--- config.mk ---
export PLATFORM = sky130hd
export DESIGN_NAME = ubx_frame_splitter
export DESIGN_NICKNAME = d
export VERILOG_FILES = /design/src/rtl/ubxfs_pkg.sv /design/src/rtl/ubx_frame_splitter.sv
export VERILOG_INCLUDE_DIRS = /design/src /design/src/rtl
export SDC_FILE = /design/constraint.sdc
export NUM_CORES = 1
export LEC_CHECK = 0
export ABC_AREA = 1
export BUFFER_PORTS_ARGS = -buffer_cell sky130_fd_sc_hd__buf_2
export CAP_MARGIN = 15
export CORE_MARGIN = 4
export CORE_UTILIZATION = 56
export CTS_CLUSTER_SIZE = 30
export DETAILED_ROUTE_END_ITERATION = 10
export PLACE_DENSITY = 0.77
export SYNTH_ARGS = -nofsm -noshare
export SYNTH_HDL_FRONTEND = slang
export SYNTH_SLANG_ARGS = --single-unit
--- constraint.sdc ---
create_clock -name clk_i -period 13.9 [get_ports clk_i]
set_clock_uncertainty 0.05 [all_clocks]
set_input_delay 2.085 -clock clk_i [delete_from_list [all_inputs] [get_ports clk_i]]
set_output_delay 2.085 -clock clk_i [all_outputs]
set_load 0.02 [all_outputs]
--- src/rtl/ubx_frame_splitter_assert.svh ---
// Assertion macros shared by the frame splitter RTL.
`ifndef UBX_FRAME_SPLITTER_ASSERT_SVH
`define UBX_FRAME_SPLITTER_ASSERT_SVH

// Same-cycle implication, checked on clk_i, off while rst_ni is low.
`define UBX_ASSERT_SAME(lbl, ante, cons, msg) \
  lbl: assert property (@(posedge clk_i) disable iff (!rst_ni) (ante) |-> (cons)) \
    else $error(msg);

// Next-cycle implication, checked on clk_i, off while rst_ni is low.
`define UBX_ASSERT_NEXT(lbl, ante, cons, msg) \
  lbl: assert property (@(posedge clk_i) disable iff (!rst_ni) (ante) |=> (cons)) \
    else $error(msg);

`endif

--- src/rtl/ubxfs_pkg.sv ---
// Types and constants of the binary frame splitter.
package ubxfs_pkg;

  typedef enum logic [2:0] {
    PH_HUNT   = 3'd0,
    PH_SYNC2  = 3'd1,
    PH_CLASS  = 3'd2,
    PH_ID     = 3'd3,
    PH_LEN_LO = 3'd4,
    PH_LEN_HI = 3'd5,
    PH_BODY   = 3'd6
  } phase_e;

  typedef enum logic [1:0] {
    KIND_PASS = 2'd0,
    KIND_VEL  = 2'd1,
    KIND_POS  = 2'd2
  } kind_e;

  localparam logic [7:0] SYNC_A = 8'hB5;
  localparam logic [7:0] SYNC_B = 8'h62;
  localparam logic [7:0] ID_VEL = 8'h12;
  localparam logic [7:0] ID_POS = 8'h01;

  localparam int NUM_WORDS = 9;
  localparam int WORD_W    = 32;
  // payload bytes that land in the word store
  localparam logic [16:0] PAYLOAD_BYTES = 17'd36;

  // result queue
  localparam int QDEPTH = 4;
  localparam int QPTR_W = 2;
  localparam int QCNT_W = 3;

  typedef logic [WORD_W-1:0] word_t;

  typedef struct packed {
    kind_e      kind;
    logic [7:0] data;
    logic       last;
  } res_t;

endpackage

--- src/rtl/ubx_frame_splitter.sv ---
// Binary frame splitter: pulls sync-framed binary records out of a receiver byte stream.
//
// One byte enters per item on the slave side; while the slave side does not
// stall, the block takes one byte per clock. Frames (0xB5 0x62,
// class, id, 16-bit little-endian length, payload, two checksum bytes) are
// swallowed whole; length + 2 bytes always follow the header and the checksum
// is not checked. On the final byte of a frame with id 0x12 a velocity record
// (kind 1) is emitted, with id 0x01 a position record (kind 2); other ids give
// nothing. Bytes outside frames pass through as kind 0 items, and a 0xB5 not
// followed by 0x62 gives two items (0xB5, then the second byte). Results go
// through a four-entry queue that takes up to two items a cycle and registers
// them before they are offered. The slave side stalls when fewer than two
// queue slots are free, and the byte that ends a record frame also waits while
// the previous record is still queued, since one record buffer holds its data.
// With the master side always ready the sustained rate is one byte per cycle.
// tlast marks the final item caused by one input byte.
module ubx_frame_splitter
  import ubxfs_pkg::*;
(
  input  logic         clk_i,
  input  logic         rst_ni,
  input  logic         s_axis_tvalid_i,
  output logic         s_axis_tready_o,
  input  logic [7:0]   s_axis_tdata_i,   // in_byte
  output logic         m_axis_tvalid_o,
  input  logic         m_axis_tready_i,
  // out_byte[7:0], time_of_week[39:8], north_or_x[71:40], east_or_y[103:72],
  // down_or_z[135:104], speed_total[167:136], speed_ground[199:168],
  // heading_value[231:200], accuracy_main[263:232], course_accuracy[295:264]
  output logic [295:0] m_axis_tdata_o,
  output logic [1:0]   m_axis_tuser_o,   // kind
  output logic         m_axis_tlast_o    // last
);

  `include "ubx_frame_splitter_assert.svh"

  // frame parser state
  phase_e       phase_q, phase_d;
  logic [7:0]   id_q, id_d;
  logic [15:0]  len_q, len_d;
  logic [16:0]  count_q, count_d;

  // payload words, cleared when a frame header starts
  word_t        words_q [NUM_WORDS];
  // record snapshot, already arranged in output field order
  word_t        rec_q [NUM_WORDS];
  word_t        rec_d [NUM_WORDS];
  logic         rec_busy_q;

  // result queue
  res_t              queue_q [QDEPTH];
  logic [QPTR_W-1:0] wr_ptr_q, rd_ptr_q;
  logic [QCNT_W-1:0] fill_q;

  logic         in_fire, out_fire;
  logic [7:0]   in_byte;
  logic [16:0]  count_inc;
  logic         frame_end, rec_due;
  logic         clear_words, wr_en;
  logic [3:0]   word_idx;
  logic [1:0]   byte_sel;
  logic [1:0]   n_push;
  logic         rec_push;
  kind_e        rec_kind;
  res_t         res0, res1, head;

  assign in_byte   = s_axis_tdata_i;
  assign in_fire   = s_axis_tvalid_i & s_axis_tready_o;
  assign out_fire  = m_axis_tvalid_o & m_axis_tready_i;
  assign count_inc = count_q + 17'd1;
  assign frame_end = count_inc >= ({1'b0, len_q} + 17'd2);
  assign word_idx  = count_q[5:2];
  assign byte_sel  = count_q[1:0];

  // the byte that closes a record frame is known from state alone
  assign rec_due = (phase_q == PH_BODY) && frame_end && (id_q == ID_VEL || id_q == ID_POS);

  assign s_axis_tready_o = (fill_q <= QCNT_W'(QDEPTH - 2)) && !(rec_due && rec_busy_q);

  // next state
  always_comb begin
    phase_d     = phase_q;
    id_d        = id_q;
    len_d       = len_q;
    count_d     = count_q;
    clear_words = 1'b0;
    wr_en       = 1'b0;
    unique case (phase_q)
      PH_SYNC2: begin
        if (in_byte == SYNC_B) begin
          phase_d     = PH_CLASS;
          clear_words = 1'b1;
        end else begin
          phase_d = PH_HUNT;
        end
      end
      PH_CLASS: begin
        phase_d = PH_ID;
      end
      PH_ID: begin
        id_d    = in_byte;
        phase_d = PH_LEN_LO;
      end
      PH_LEN_LO: begin
        len_d   = {8'h00, in_byte};
        phase_d = PH_LEN_HI;
      end
      PH_LEN_HI: begin
        len_d   = {in_byte, len_q[7:0]};
        count_d = '0;
        phase_d = PH_BODY;
      end
      PH_BODY: begin
        wr_en   = (count_q < {1'b0, len_q}) && (count_q < PAYLOAD_BYTES);
        count_d = count_inc;
        if (frame_end) begin
          phase_d = PH_HUNT;
          count_d = '0;
        end
      end
      default: begin
        phase_d = (in_byte == SYNC_A) ? PH_SYNC2 : PH_HUNT;
      end
    endcase
  end

  // results of the current byte
  always_comb begin
    n_push   = 2'd0;
    rec_push = 1'b0;
    rec_kind = KIND_VEL;
    res0     = res_t'{kind: KIND_PASS, data: in_byte, last: 1'b1};
    res1     = res_t'{kind: KIND_PASS, data: in_byte, last: 1'b1};
    unique case (phase_q)
      PH_SYNC2: begin
        if (in_byte != SYNC_B) begin
          n_push = 2'd2;
          res0   = res_t'{kind: KIND_PASS, data: SYNC_A, last: 1'b0};
        end
      end
      PH_CLASS, PH_ID, PH_LEN_LO, PH_LEN_HI: begin
        n_push = 2'd0;
      end
      PH_BODY: begin
        if (rec_due) begin
          n_push   = 2'd1;
          rec_push = 1'b1;
          rec_kind = (id_q == ID_VEL) ? KIND_VEL : KIND_POS;
          res0     = res_t'{kind: rec_kind, data: 8'h00, last: 1'b1};
        end
      end
      default: begin
        if (in_byte != SYNC_A) begin
          n_push = 2'd1;
        end
      end
    endcase
  end

  // record fields: velocity maps words straight, position keeps
  // words 0..3 and moves word 4 to the accuracy slot
  always_comb begin
    for (int i = 0; i < NUM_WORDS; i++) begin
      rec_d[i] = words_q[i];
    end
    if (rec_kind == KIND_POS) begin
      rec_d[4] = '0;
      rec_d[5] = '0;
      rec_d[6] = '0;
      rec_d[7] = words_q[4];
      rec_d[8] = '0;
    end
  end

  always_ff @(posedge clk_i or negedge rst_ni) begin
    if (!rst_ni) begin
      phase_q <= PH_HUNT;
      id_q    <= '0;
      len_q   <= '0;
      count_q <= '0;
    end else if (in_fire) begin
      phase_q <= phase_d;
      id_q    <= id_d;
      len_q   <= len_d;
      count_q <= count_d;
    end
  end

  always_ff @(posedge clk_i) begin
    for (int w = 0; w < NUM_WORDS; w++) begin
      for (int k = 0; k < 4; k++) begin
        if (in_fire && clear_words) begin
          words_q[w][8*k +: 8] <= 8'h00;
        end else if (in_fire && wr_en && word_idx == 4'(w) && byte_sel == 2'(k)) begin
          words_q[w][8*k +: 8] <= in_byte;
        end
      end
    end
  end

  always_ff @(posedge clk_i) begin
    if (in_fire && rec_push) begin
      for (int i = 0; i < NUM_WORDS; i++) begin
        rec_q[i] <= rec_d[i];
      end
    end
  end

  // queue payload
  always_ff @(posedge clk_i) begin
    if (in_fire && n_push != 2'd0) begin
      queue_q[wr_ptr_q] <= res0;
    end
    if (in_fire && n_push == 2'd2) begin
      queue_q[wr_ptr_q + QPTR_W'(1)] <= res1;
    end
  end

  // queue control and record ownership
  always_ff @(posedge clk_i or negedge rst_ni) begin
    if (!rst_ni) begin
      wr_ptr_q   <= '0;
      rd_ptr_q   <= '0;
      fill_q     <= '0;
      rec_busy_q <= 1'b0;
    end else begin
      if (in_fire) begin
        wr_ptr_q <= wr_ptr_q + QPTR_W'(n_push);
      end
      if (out_fire) begin
        rd_ptr_q <= rd_ptr_q + QPTR_W'(1);
      end
      fill_q <= fill_q + QCNT_W'(in_fire ? n_push : 2'd0) - QCNT_W'(out_fire);
      if (out_fire && head.kind != KIND_PASS) begin
        rec_busy_q <= 1'b0;
      end
      if (in_fire && rec_push) begin
        rec_busy_q <= 1'b1;
      end
    end
  end

  assign head            = queue_q[rd_ptr_q];
  assign m_axis_tvalid_o = fill_q != '0;
  assign m_axis_tuser_o  = head.kind;
  assign m_axis_tlast_o  = head.last;

  always_comb begin
    m_axis_tdata_o[7:0] = head.data;
    for (int i = 0; i < NUM_WORDS; i++) begin
      m_axis_tdata_o[8 + WORD_W*i +: WORD_W] = (head.kind == KIND_PASS) ? '0 : rec_q[i];
    end
  end

  `UBX_ASSERT_SAME(a_fill_bound, 1'b1, fill_q <= QCNT_W'(QDEPTH), "result queue overfilled")
  `UBX_ASSERT_SAME(a_rec_owned, m_axis_tvalid_o && head.kind != KIND_PASS, rec_busy_q,
                   "record at queue head without record buffer")
  `UBX_ASSERT_NEXT(a_rec_taken, in_fire && rec_due, rec_busy_q,
                   "record frame closed but record buffer not claimed")
  `UBX_ASSERT_NEXT(a_bad_sync_two,
                   in_fire && phase_q == PH_SYNC2 && in_byte != SYNC_B && !out_fire,
                   fill_q == $past(fill_q) + QCNT_W'(2),
                   "broken sync did not queue two items")

endmodule

Word level (Yosys, flattened, before mapping)
Memories as Yosys holds them, arrays and structs flattened.
Cells that the tools add are included.
W data, S select, Z words.
{"block": "op_classes", "addsub": 7, "div_mod_pow": 0, "n_lt_le_gt_ge": 4, "bitwise_logic": 39, "mux": 187, "reduce_logical": 73, "n_shift": 0, "multipliers": 0, "eq_ne": 26}
{"operator": "$mux W32", "count": 9}
{"operator": "$mux W8", "count": 36}
{"operator": "$mux W160", "count": 1}
{"operator": "$mux W1", "count": 126}
{"operator": "$logic_and A1 B1 Y1", "count": 56}
{"operator": "$or A1 B1 Y1", "count": 36}
{"operator": "$pmux W17 S2", "count": 1}
{"operator": "$pmux W16 S2", "count": 1}
{"operator": "$pmux W11 S2", "count": 1}
{"operator": "$pmux W3 S6", "count": 1}
{"operator": "$add A16 B2 Y17 const B", "count": 1}
{"operator": "$add A17 B1 Y17 const B", "count": 1}
{"operator": "$ge A17 B17 Y1", "count": 1}
{"operator": "$lt A17 B16 Y1", "count": 1}
{"operator": "$lt A17 B6 Y1 const B", "count": 1}
{"operator": "$mux W17", "count": 1}
{"operator": "$eq A4 B3 Y1 const B", "count": 4}
{"operator": "$mux W2", "count": 6}
{"operator": "$mux W11", "count": 1}
{"operator": "$reduce_bool A2 Y1", "count": 5}
{"operator": "$eq A3 B3 Y1 const B", "count": 3}
{"operator": "$mux W9", "count": 1}
{"operator": "$eq A2 B2 Y1 const B", "count": 4}
{"operator": "$eq A4 B2 Y1 const B", "count": 2}
{"operator": "other kinds (29)", "count": 36}
{"block": "word_totals", "elab_cells": 348, "memories": 3, "in_bits": 12, "ram_bits": 620, "rom_bits": 0, "out_inout_bits": 301, "regBits": 52, "latch_bits": 0}
{"memory": "rec_q", "depth": 9, "word_bits": 32, "rd": 9, "rd_clocked_by_memory_dff": 0, "wr": 9, "line_no": "ubx_frame_splitter.sv:46", "rtl": "word_t rec_q [NUM_WORDS];"}
{"memory": "words_q", "depth": 9, "word_bits": 32, "rd": 9, "rd_clocked_by_memory_dff": 0, "wr": 9, "line_no": "ubx_frame_splitter.sv:44", "rtl": "word_t words_q [NUM_WORDS];"}
{"memory": "queue_q", "depth": 4, "word_bits": 11, "rd": 1, "rd_clocked_by_memory_dff": 0, "wr": 2, "line_no": "ubx_frame_splitter.sv:51", "rtl": "res_t queue_q [QDEPTH];"}

Longest topological paths before layout
Gate-level depths: netlist (run 1).
{"block": "depth", "depth_word": 15, "ltp_mapped": 29, "depth_no_buf": 28}

Worst setup path before layout (run 1)
OpenSTA, ideal clock, no wires.
{"block": "synth_timing", "path_kind": "reg-to-reg", "startpoint": "register count_q[0]", "endpoint": "memory rec_q[0][0] (netlist name) (enable)", "arrival_ns": 9.154, "path_stages_with_launch": 26, "path_buffers": 2, "path_slack_ns": 4.058, "synth_period_minus_slack_ns": 9.842, "required_time_ns": 13.212, "setup_ns": 0.638, "cell_sequence": "dfrtp_1 -> ha_1 -> buf_4 -> inv_1 -> nor2_1 -> nand2_1 -> nor2_1 -> nand2_1 -> nor2_1 -> nand3_1 -> nor2_1 -> nand4_1 -> xor2_1 -> ha_1 -> nand2_1 -> nor2_1 -> nand2_1 -> nor2_1 -> nor2_1 -> nand3_1 -> nand4_1 -> nand3_4 -> inv_2 -> buf_1 -> nand2_1 -> inv_1"}
{"item": "start, declared", "line_no": "ubx_frame_splitter.sv:41", "rtl": "logic [16:0] count_q, count_d;"}
{"item": "start signal, assigned", "line_no": "ubx_frame_splitter.sv:185", "rtl": "count_q <= count_d;"}
{"item": "end, declared", "line_no": "ubx_frame_splitter.sv:46"}

==> results of run 1 <==
-- worst max-delay path, delay by kind of cell (launching register included) --
family | cells | cell delay (ps)
buffers and inverters | 6 | 2860
adders and majority gates | 2 | 1020
and+or+nand+nor | 17 | 2500
xor gates and xnor gates | 1 | 230
DFF | 1 | 430
-- how the worst max path moves through the flow --
stage / end / cells past startpoint / startpoint / slack (ps)
5_1_grt: rec_q[0][136]$_SDFFCE_PP0P_ / 26 / count_q[0]$_DFFE_PN0P_ / 5670
2_1_floorplan: rec_q[0][0]$_DFFE_PP_ / 25 / count_q[0]$_DFFE_PN0P_ / 4060
3_3_place_gp: rec_q[0][49]$_DFFE_PP_ / 25 / count_q[0]$_DFFE_PN0P_ / 6440
6_report: rec_q[0][33]$_DFFE_PP_ / 26 / count_q[0]$_DFFE_PN0P_ / 6350
3_5_place_dp: rec_q[0][139]$_SDFFCE_PP0P_ / 25 / count_q[1]$_DFFE_PN0P_ / 6080
4_1_cts: rec_q[0][9]$_DFFE_PP_ / 25 / count_q[0]$_DFFE_PN0P_ / 6060
-- cells in the mapped netlist (2+ instances only) --
cell	n	area, um^2
a211oi_1	2	15.0
a21oi_1	16	80.1
a21oi_2	2	17.5
buf_1	3	11.3
buf_2	24	120
buf_4	3	22.5
clkbuf_1	89	334
clkinv_1	7	26.3
dfrtp_1	52	1300
dfxtp_1	12	240
edfxtp_1	608	18300
ha_1	42	526
inv_1	507	1900
inv_2	7	26.3
nand2_1	401	1510
nand3_1	65	325
nand3_2	2	20.0
nand3_4	5	87.6
nand4_1	38	238
nand4_2	3	37.5
nand4_4	25	532
nor2_1	613	2300
nor2_2	44	275
nor2_8	2	40.0
nor3_1	8	40.0
nor4_1	8	50.1
o211ai_1	2	15.0
o21ai_0	69	345
o21ai_1	18	90.1
o22ai_1	21	131
or2_2	4	25.0
xnor2_1	3	26.3
xor2_1	22	193
-- power by group through the flow --
stage	combinational, mW	clock, mW	sequential (mW)
2_1_floorplan	1.96	0	2.35
3_3_place_gp	2.90	0	2.38
3_5_place_dp	2.94	0	2.39
4_1_cts	2.95	1.83	2.34
5_1_grt	3.15	1.92	2.36
6_report	2.94	1.81	2.35
-- cell type report --
class	count	area [um^2]
clock buffers	82	1840
clock inverters	39	359
fillers	3834	18000
inverters	521	1970
multi-input cells	1421	7000
flip-flops and latches	672	19800
well taps	680	851
repair buffers	333	1740
-- cell families (layout without fill, tap and decap cells) --
group	after synthesis	in the layout	synth area share
AO/OA/AOI/OAI	133	133	0.0245
XOR/XNOR	25	25	0.00748
adder cells (fa/ha/maj)	43	43	0.0186
buffers and inverters	643	975	0.0851
flip-flops	672	672	0.677
AND/OR/NAND/NOR	1220	1220	0.188
-- stage by stage --
stage | area [um^2] | power [mW]
5_1_grt | 33600 | 7.43
2_1_floorplan | 29300 | 4.31
3_5_place_dp | 31300 | 5.32
4_1_cts | 33500 | 7.12
3_3_place_gp | 31300 | 5.28
6_report | 33600 | 7.09
-- state kept, by name (all words and copies together), names as in the netlist --
name / flops
count_q: 17
fill_q: 3
id_q: 8
len_q: 16
phase_q: 3
queue_q: 44
rd_ptr_q: 2
rec_busy_q: 1
rec_q: 288
words_q: 288
wr_ptr_q: 2
-- per-layer routing --
metal	wire, um	vias to the layer above	track usage	part of all wire
met4	1640	0	0.0699	0.024
met1	28400	9515	0.328	0.41
met5	0	-	0	0
met2	34200	796	0.409	0.49
met3	4910	119	0.0382	0.071
li1	-	9282	-	-
==> impl_metrics.yaml, run 1 <==
status:
  status: "completed"
worst_hold_path:
  worstHoldStart: "words_q[2][14]$_SDFFCE_PN0P_"
  hold_path.class: "reg2reg"
  worstHoldPathCells: 0
  min_to: "rec_q[0][78]$_DFFE_PP_"
worst_setup_path:
  critPathLaunchType: "flip-flop"
  path_max_fanout: 131
  reg2reg_depth: 26
  worstSetupEndpointType: "flip-flop"
  max_stage_delay_ps: 760
  reg2reg_from: "count_q[0]$_DFFE_PN0P_"
  crit_type: "reg2reg"
  critPathArrivalTime_ps: 7760
  crit_top_cell: "nor2_1"
  required_ps: 14110
  critPathSlowestCell: "buf_4"
  r2r_end: "rec_q[0][33]$_DFFE_PP_"
  reg2reg_slack_ps: 6350
yosys:
  ys_seq_elements: 672
  async_flop_share: 0.0774
  ys_seq_area_frac: 0.677
  ys_warn_count: 0
  ys.flop_type: "edfxtp_1"
  avgSynthCellArea_um2: 10.7
  ys_types: 42
  synth_edf_count: 608
  synth_cells: 2736
  syn-cell-area_um2: 29300
  synthesis.nets: 2791
floorplanning:
  core_um2: 51500
  die_h_um: 237
  num_rows: 83
  dieArea_um2: 56000
  io_pins: 313
  die_x_um: 237
  initial_core_util: 0.568
place:
  dp_hpwl_mm: 44.3
  place_ws_ps: 6080
  dp_cells: 3626
  portBuffers: 312
  globalplace.congestion: 0.917
power_and_ir_drop:
  leakagePower_nw: 15.6
  power.internal_mw: 4.11
  p_sw_frac: 0.420
  switchingPower_mw: 2.98
  clockPowerShare: 0.255
  p_seq_frac: 0.331
  powerDensity_nw_per_um2: 211
  p_comb_frac: 0.414
  vdd_drop_max_uv: 680
layout:
  fin_util: 0.651
  layout_commonest_cell: "nor2_1"
  drive_above_1_share: 0.175
  fin_nets: 3072
  diodes: 0
  final_cell_mix: "611 x nor2_1, 608 x edfxtp_1, 504 x inv_1, 400 x nand2_1, 312 x buf_2"
  final_cells: 3748
  area_growth_pct: 14.7
drt:
  vias: 19712
  drc: 0
  drtPass1Iterations: 5
  wl_per_cell_um: 18.5
  drtIter0Drc: 1970
  vias_per_cell: 5.26
  antenna_left: 0
  wirelength_mm: 69.2
global_routing:
  grt_max_degree: 177
  grt_pass1_vias: 19189
  antenna_found_initial: 0
  track_usage: 0.242
  grt_pass1_wl_mm: 106
  grt-ovfl-total: 0
timing:
  worst_slew_pin_slew_ps: 1210
  fin_hold_ws_ps: 367
  drv_slew: 0
  tns_ps: 0
  setup_violations: 0
  rsz0062_at_grt: "false"
  slew_headroom: 0.193
  min_period_ps: 7550
  setup_slack_ps: 6350
  max_freq_mhz: 132
  hold_viol: 0
  finalCritPeriodShare: 0.543
run:
  maxCapViolations: 0
clocking:
  cts_tree: "yes"
  cts_hold_buf: 0
  htree_levels: 3
  path_clk_slew_ps: 60
  clockRootBuffer: "clkbuf_16"
  postCtsSetupRepairBufs: 0
  numCtsBuffers: 68
  cts_buffer_depth: 3
  clock_latency_ps: 600
  cts.sink_count: 672
  postCtsResizedCells: 0
(Power assumes the default switching activity.)
==> run 2: changes to the inputs <==
- clock period: 13.9 -> 7.5 ns (I/O delays scaled with it)
==> run 2 against run 1 <==
  * Final cell count barely moved
  * Clock power rose by 76%
  * Via count hardly changed
  * Non-clock buffer count increased by 5
  * First-iteration DRC count increased by 11%
  * Largest power group unchanged
  * Critical endpoint is now words_q[7][22]$_SDFFCE_PN0P_
  * Sequential power rose by 85%
==> impl_metrics.yaml, run 2 (synthesized netlist as in run 1, its figures left out) <==
status:
  status: "completed"
timing:
  tns_ps: 0
  drv_slew: 0
  max_freq_mhz: 170
  min_period_ps: 5890
  fin_hold_ws_ps: 348
  rsz0062_at_grt: "false"
  finalCritPeriodShare: 0.786
  setup_violations: 0
  hold_viol: 0
  worst_slew_pin_slew_ps: 1160
  setup_slack_ps: 1610
  slew_headroom: 0.224
clocking:
  postCtsResizedCells: 0
  cts.sink_count: 672
  postCtsSetupRepairBufs: 0
  clockRootBuffer: "clkbuf_16"
  clock_latency_ps: 590
  htree_levels: 3
  numCtsBuffers: 67
  path_clk_slew_ps: 60
  cts_buffer_depth: 3
  cts_hold_buf: 0
  cts_tree: "yes"
floorplanning:
  initial_core_util: 0.568
  io_pins: 313
  core_um2: 51500
  die_h_um: 237
  die_x_um: 237
  num_rows: 83
  dieArea_um2: 56000
drt:
  wirelength_mm: 68.9
  drtPass1Iterations: 7
  vias_per_cell: 5.26
  antenna_left: 0
  drtIter0Drc: 2188
  wl_per_cell_um: 18.4
  drc: 0
  vias: 19724
power_and_ir_drop:
  p_total_mw: 13.1
  powerDensity_nw_per_um2: 389
  leakagePower_nw: 15.6
  vdd_drop_max_uv: 1330
worst_setup_path:
  critPathLaunchType: "flip-flop"
  reg2reg_depth: 23
  crit_type: "reg2reg"
  reg2reg_from: "count_q[0]$_DFFE_PN0P_"
  required_ps: 7700
  reg2reg_slack_ps: 1610
  r2r_end: "words_q[7][22]$_SDFFCE_PN0P_"
  worstSetupEndpointType: "flip-flop"
  critPathArrivalTime_ps: 6090
  path_max_fanout: 30
place:
  globalplace.congestion: 0.950
  portBuffers: 312
  place_ws_ps: 1590
  dp_cells: 3630
  dp_hpwl_mm: 45.0
layout:
  reg_top3: "rec_q x288, words_q x288, queue_q x44"
  diodes: 0
  fill_cells: 3825
  final_cells: 3749
  drive_above_1_share: 0.179
  final_cell_mix: "608 x edfxtp_1, 607 x nor2_1, 503 x inv_1, 398 x nand2_1, 312 x buf_2"
  area_growth_pct: 14.8
  fin_nets: 3076
  seqCellArea_um2: 19800
  layout_commonest_cell: "edfxtp_1"
  multi_input_area_um2: 7040
global_routing:
  grt-ovfl-total: 0
  grt_pass1_vias: 19110
  antenna_found_initial: 0
  track_usage: 0.240
  grt_max_degree: 198
  grt_pass1_wl_mm: 105
worst_hold_path:
  min_to: "rec_q[0][88]$_DFFE_PP_"
  hold_path.class: "reg2reg"
  worstHoldStart: "words_q[2][24]$_SDFFCE_PN0P_"
  worstHoldPathCells: 0
run:
  maxCapViolations: 0
run 2: cell types whose count changed in the layout (fill, tap and decap cells not counted), sizes merged:
cell,before,now
bufinv,7,4
clkinvlp,1,5
clkbuf,82,81
inv,521,522
buf,333,338
clkinv,31,26
run 2: routing by layer:
| metal | part of all wire | routed length, um | global-route usage |
|---|---|---|---|
| met4 | 0.032 | 2170 | 0.0842 |
| met5 | 0 | 0 | 0 |
| met1 | 0.40 | 27400 | 0.321 |
| met2 | 0.49 | 33700 | 0.403 |
| met3 | 0.082 | 5650 | 0.0384 |
run 2: report_power, final:
group / total (mW) / switching, mW / internal, mW / leakage (nW)
logic: 5.55 / 4.04 / 1.51 / 8.66
registers: 4.34 / 0.159 / 4.18 / 5.92
clock network: 3.18 / 1.35 / 1.83 / 1.01
run 2: worst max-delay path, cell delays in order (launching register included):
cell	delay [ps]
dfrtp_1	430
ha_2	620
inv_6	40
nor2_4	110
nand2_2	70
nor2_2	150
nand2_1	80
nor2_2	160
nand3_2	140
nor2_4	170
nand4_1	110
xor2_1	220
ha_1	280
nand2_1	100
nor2_1	60
nand2_1	70
nor2_1	40
nor2_1	110
nand3_1	190
nand4_1	230
nand3_4	200
nor2_8	890
nand4_1	550
nand2_1	460
run 2: worst max path at each step:
stage,end,from,slack (ps),cells past startpoint
2_1_floorplan,rec_q[0][0]$_DFFE_PP_,count_q[0]$_DFFE_PN0P_,-490,25
3_5_place_dp,words_q[7][23]$_SDFFCE_PN0P_,count_q[0]$_DFFE_PN0P_,1590,23
3_3_place_gp,words_q[7][20]$_SDFFCE_PN0P_,count_q[0]$_DFFE_PN0P_,1770,21
5_1_grt,words_q[7][22]$_SDFFCE_PN0P_,count_q[0]$_DFFE_PN0P_,1110,23
6_report,words_q[7][22]$_SDFFCE_PN0P_,count_q[0]$_DFFE_PN0P_,1610,23
4_1_cts,words_q[7][22]$_SDFFCE_PN0P_,count_q[0]$_DFFE_PN0P_,1600,23
run 2: layout make-up:
class                           instances  share of cell area
Multi-Input combinational cell       1421               0.209
Tap cell                              680              0.0253
Clock inverter                         36             0.00857
Timing Repair Buffer                  338              0.0553
Sequential cell                       672               0.589
Clock buffer                           81              0.0530
Inverter                              521              0.0588
run 2: stage by stage:
step	util	area (um^2)
2_1_floorplan	-	29300
3_3_place_gp	0.610	31400
3_5_place_dp	0.611	31500
4_1_cts	0.652	33600
5_1_grt	0.652	33600
6_report	0.652	33600
==> run 3: changes to the inputs <==
- ABC_AREA: 1 -> 0
- CORE_UTILIZATION: 56 -> 53
- PLACE_DENSITY: 0.77 -> 0.76
- clock period: 7.5 -> 5.32 ns (I/O delays scaled with it)
==> run 3 against run 2 <==
  * Setup slack got worse by 1500 ps
  * Sequential power up 35%
  * Area after synthesis decreased by 2.1%
  * Combinational power decreased by 55%
  * Highest routed layer unchanged
  * Critical path type unchanged
  * Global-route usage rose by 0.45 points
  * Worst hold slack worse by 89 ps
  * First-iteration DRC count increased by 3.6%
  * Non-clock buffer count is 29 higher
  * Total power about the same
==> impl_metrics.yaml, run 3 <==
worst_setup_path:
  reg2reg_from: "count_q[0]$_DFFE_PN0P_"
  crit_chain: "ha_4 > nand4_1 > nor3_2 > and3_4 > and3_4 > xor2_1 > ha_1 > nand4_1 > nor3_2 > a2bb2oi_2 > a31o_4 > and2_1 > nand3_4 > buf_12 > o31ai_1"
  endpoint: "words_q[7][2]$_SDFFCE_PN0P_"
  max_stage_delay_ps: 900
  critPathArrivalTime_ps: 5370
  path_max_fanout: 69
  critPathSlowestCell: "o31ai_1"
  path_buf_inv: 1
  critPathLaunchType: "flip-flop"
  path_depth: 15
  reg2reg_slack_ps: 130
  reg2reg_depth: 15
  cp-startpoint: "count_q[0]$_DFFE_PN0P_"
  required_ps: 5490
  crit_type: "reg2reg"
  r2r_end: "words_q[7][2]$_SDFFCE_PN0P_"
  worstSetupEndpointType: "flip-flop"
  crit_family: "simple AND/OR/NAND/NOR gates"
drt:
  vias_per_cell: 5.68
  wl_per_cell_um: 22.1
  vias: 18650
  drtIter0Drc: 2267
  drtPass1Iterations: 6
  antenna_left: 0
  drc: 0
  wirelength_mm: 72.4
power_and_ir_drop:
  p_sw_frac: 0.289
  vdd_drop_max_uv: 346
  p_seq_frac: 0.449
  switchingPower_mw: 3.78
  leakagePower_nw: 11.2
  clockPowerShare: 0.362
  p_total_mw: 13.1
  p_comb_frac: 0.189
  powerDensity_nw_per_um2: 391
  power.internal_mw: 9.29
timing:
  finalCritPeriodShare: 0.976
  tns_ps: 0
  slew_headroom: 0.200
  worst_slew_pin_slew_ps: 1200
  setup_violations: 0
  max_freq_mhz: 193
  min_period_ps: 5190
  drv_slew: 0
  setup_slack_ps: 125
  hold_viol: 0
  rsz0062_at_grt: "true"
run:
  maxCapViolations: 0
yosys:
  ys.flop_type: "edfxtp_1"
  synthesis.nets: 2296
  synth_compound_area_frac: 0.0359
  synth-xor-area-share: 0.0104
  synth_area_leader_cell: "edfxtp_1"
  synth_area_leaders: "edfxtp_1 64%, nor2b_1 9.2%, dfrtp_1 4.5%"
  ys_seq_area_frac: 0.691
  synth_edf_count: 608
  avgSynthCellArea_um2: 12.8
  ys_seq_elements: 672
  synthMuxAreaShare: 0.0164
  synth_most_common_cell: "edfxtp_1"
  async_flop_share: 0.0774
  synth_cells: 2241
  synth_fa_ha_area_frac: 0.0190
  synth_top_family_by_area: "simple AND/OR/NAND/NOR gates"
  netlist.area_leader.share: 0.637
  yosys.area_share.simple: 0.202
  ys_types: 77
  syn-cell-area_um2: 28700
  ys_top_cells_by_count: "608 x edfxtp_1, 423 x nor2b_1, 273 x nor2_1, 216 x nand2_1, 99 x clkbuf_1"
  ys_warn_count: 0
clocking:
  cts_buffer_depth: 3
  clock_latency_ps: 600
  cts_tree: "yes"
  htree_levels: 3
  clockRootBuffer: "clkbuf_16"
  path_clk_slew_ps: 60
  cts.sink_count: 672
  numCtsBuffers: 68
layout:
  final_cell_mix: "608 x edfxtp_1, 423 x nor2b_1, 318 x buf_2, 271 x nor2_1, 216 x nand2_1"
  fin_util: 0.630
  fin_nets: 2597
  reg_top3: "rec_q x288, words_q x288, queue_q x44"
  area_growth_pct: 16.8
  final_cells: 3282
  drive_above_1_share: 0.207
  layout_commonest_cell: "edfxtp_1"
floorplanning:
  initial_core_util: 0.540
  core_um2: 53100
  die_x_um: 241
  io_pins: 313
  dieArea_um2: 57800
  die_h_um: 241
  num_rows: 84
worst_hold_path:
  hold_path.class: "in2async"
place:
  place_ws_ps: -97.6
  globalplace.congestion: 0.910
  dp_hpwl_mm: 51.3
  dp_cells: 3152
  portBuffers: 312
global_routing:
  antenna_found_initial: 0
  grt_max_degree: 168
  grt_pass1_vias: 17942
  grt_pass1_wl_mm: 107
  track_usage: 0.244
  grt-ovfl-total: 0
status:
  status: "completed"
==> run 3: changes by cell type in the layout (fill, tap and decap cells not counted), moves of 15 or more <==
cell / previous run / this run
nor2_1: 607 / 271
nand3_1: 64 / 41
nand2_1: 398 / 216
inv_1: 503 / 42
xnor2_1: 3 / 27
buf_4: 18 / 39
nor3_1: 8 / 73
nor2_2: 46 / 1
nand4_1: 38 / 23
xor2_1: 22 / 7
nand4_4: 25 / 0
o21ai_0: 69 / 53
nor2b_1: 0 / 423
o22ai_1: 21 / 1
==> run 3: cell families after synthesis <==
| kind of cell | count (synthesis) |
|---|---|
| buffers and inverters | 181 |
| muxes | 32 |
| AOI/OAI and AO/OA | 150 |
| and+or+nand+nor | 1129 |
| xor gates and xnor gates | 34 |
| DFF | 672 |
| adders and majority gates | 43 |
==> run 3: per-layer routing <==
| layer | vias to the layer above | global-route usage | part of all wire |
|---|---|---|---|
| met2 | 957 | 0.408 | 0.49 |
| met1 | 9111 | 0.334 | 0.39 |
| li1 | 8432 | - | - |
| met5 | - | 0 | 0 |
| met3 | 150 | 0.0388 | 0.090 |
| met4 | 0 | 0.0792 | 0.030 |
==> run 3: how the worst min path moves through the flow <==
stage	startpoint	endpoint
final	rst_ni	rd_ptr_q[1]$_DFFE_PN0P_
after global routing	rst_ni	rd_ptr_q[1]$_DFFE_PN0P_
after CTS	rst_ni	rd_ptr_q[1]$_DFFE_PN0P_
after detailed placement	words_q[3][6]$_SDFFCE_PN0P_	rec_q[0][102]$_DFFE_PP_
after global placement	words_q[3][5]$_SDFFCE_PN0P_	rec_q[0][101]$_DFFE_PP_
after floorplan	words_q[0][0]$_SDFFCE_PN0P_	rec_q[0][0]$_DFFE_PP_
==> run 3: power by group through the flow <==
stage / logic [mW] / registers, mW / clock network [mW]
4_1_cts: 2.50 / 5.87 / 4.79
6_report: 2.47 / 5.88 / 4.73
3_3_place_gp: 2.46 / 5.98 / 0
2_1_floorplan: 1.69 / 5.89 / 0
3_5_place_dp: 2.49 / 5.99 / 0
5_1_grt: 2.64 / 5.89 / 5.02
==> run 3: final cells by class <==
class / instances / area (um^2)
Clock inverter: 39 / 404
Multi-Input combinational cell: 1388 / 8370
Antenna cell: 1 / 2.50
Timing Repair Buffer: 367 / 2060
Clock buffer: 82 / 1800
Inverter: 45 / 169
Fill cell: 3843 / 19600
Sequential cell: 672 / 19800
Tap cell: 688 / 861
==> run 3: through the flow <==
step,area (um^2),hold slack (ps)
2_1_floorplan,28700,350
3_3_place_gp,31100,353
3_5_place_dp,31100,355
4_1_cts,33300,279
5_1_grt,33500,322
6_report,33500,259
==> run 3: repair_timing <==
item,4_1_cts,5_1_grt
endpoints found under the setup margin,8,195
resized for setup,1,18
hold buffers,0,0
buffers inserted,0,0
==> run 3: worst reg2reg max path: stages (launching register included) <==
cell and delay [ps]:
dfrtp_1 510, ha_4 270, nand4_1 210, nor3_2 370, and3_4 290, and3_4 200, xor2_1 150, ha_1 270
nand4_1 210, nor3_2 70, a2bb2oi_2 310, a31o_4 300, and2_1 220, nand3_4 180, buf_12 280, o31ai_1 920
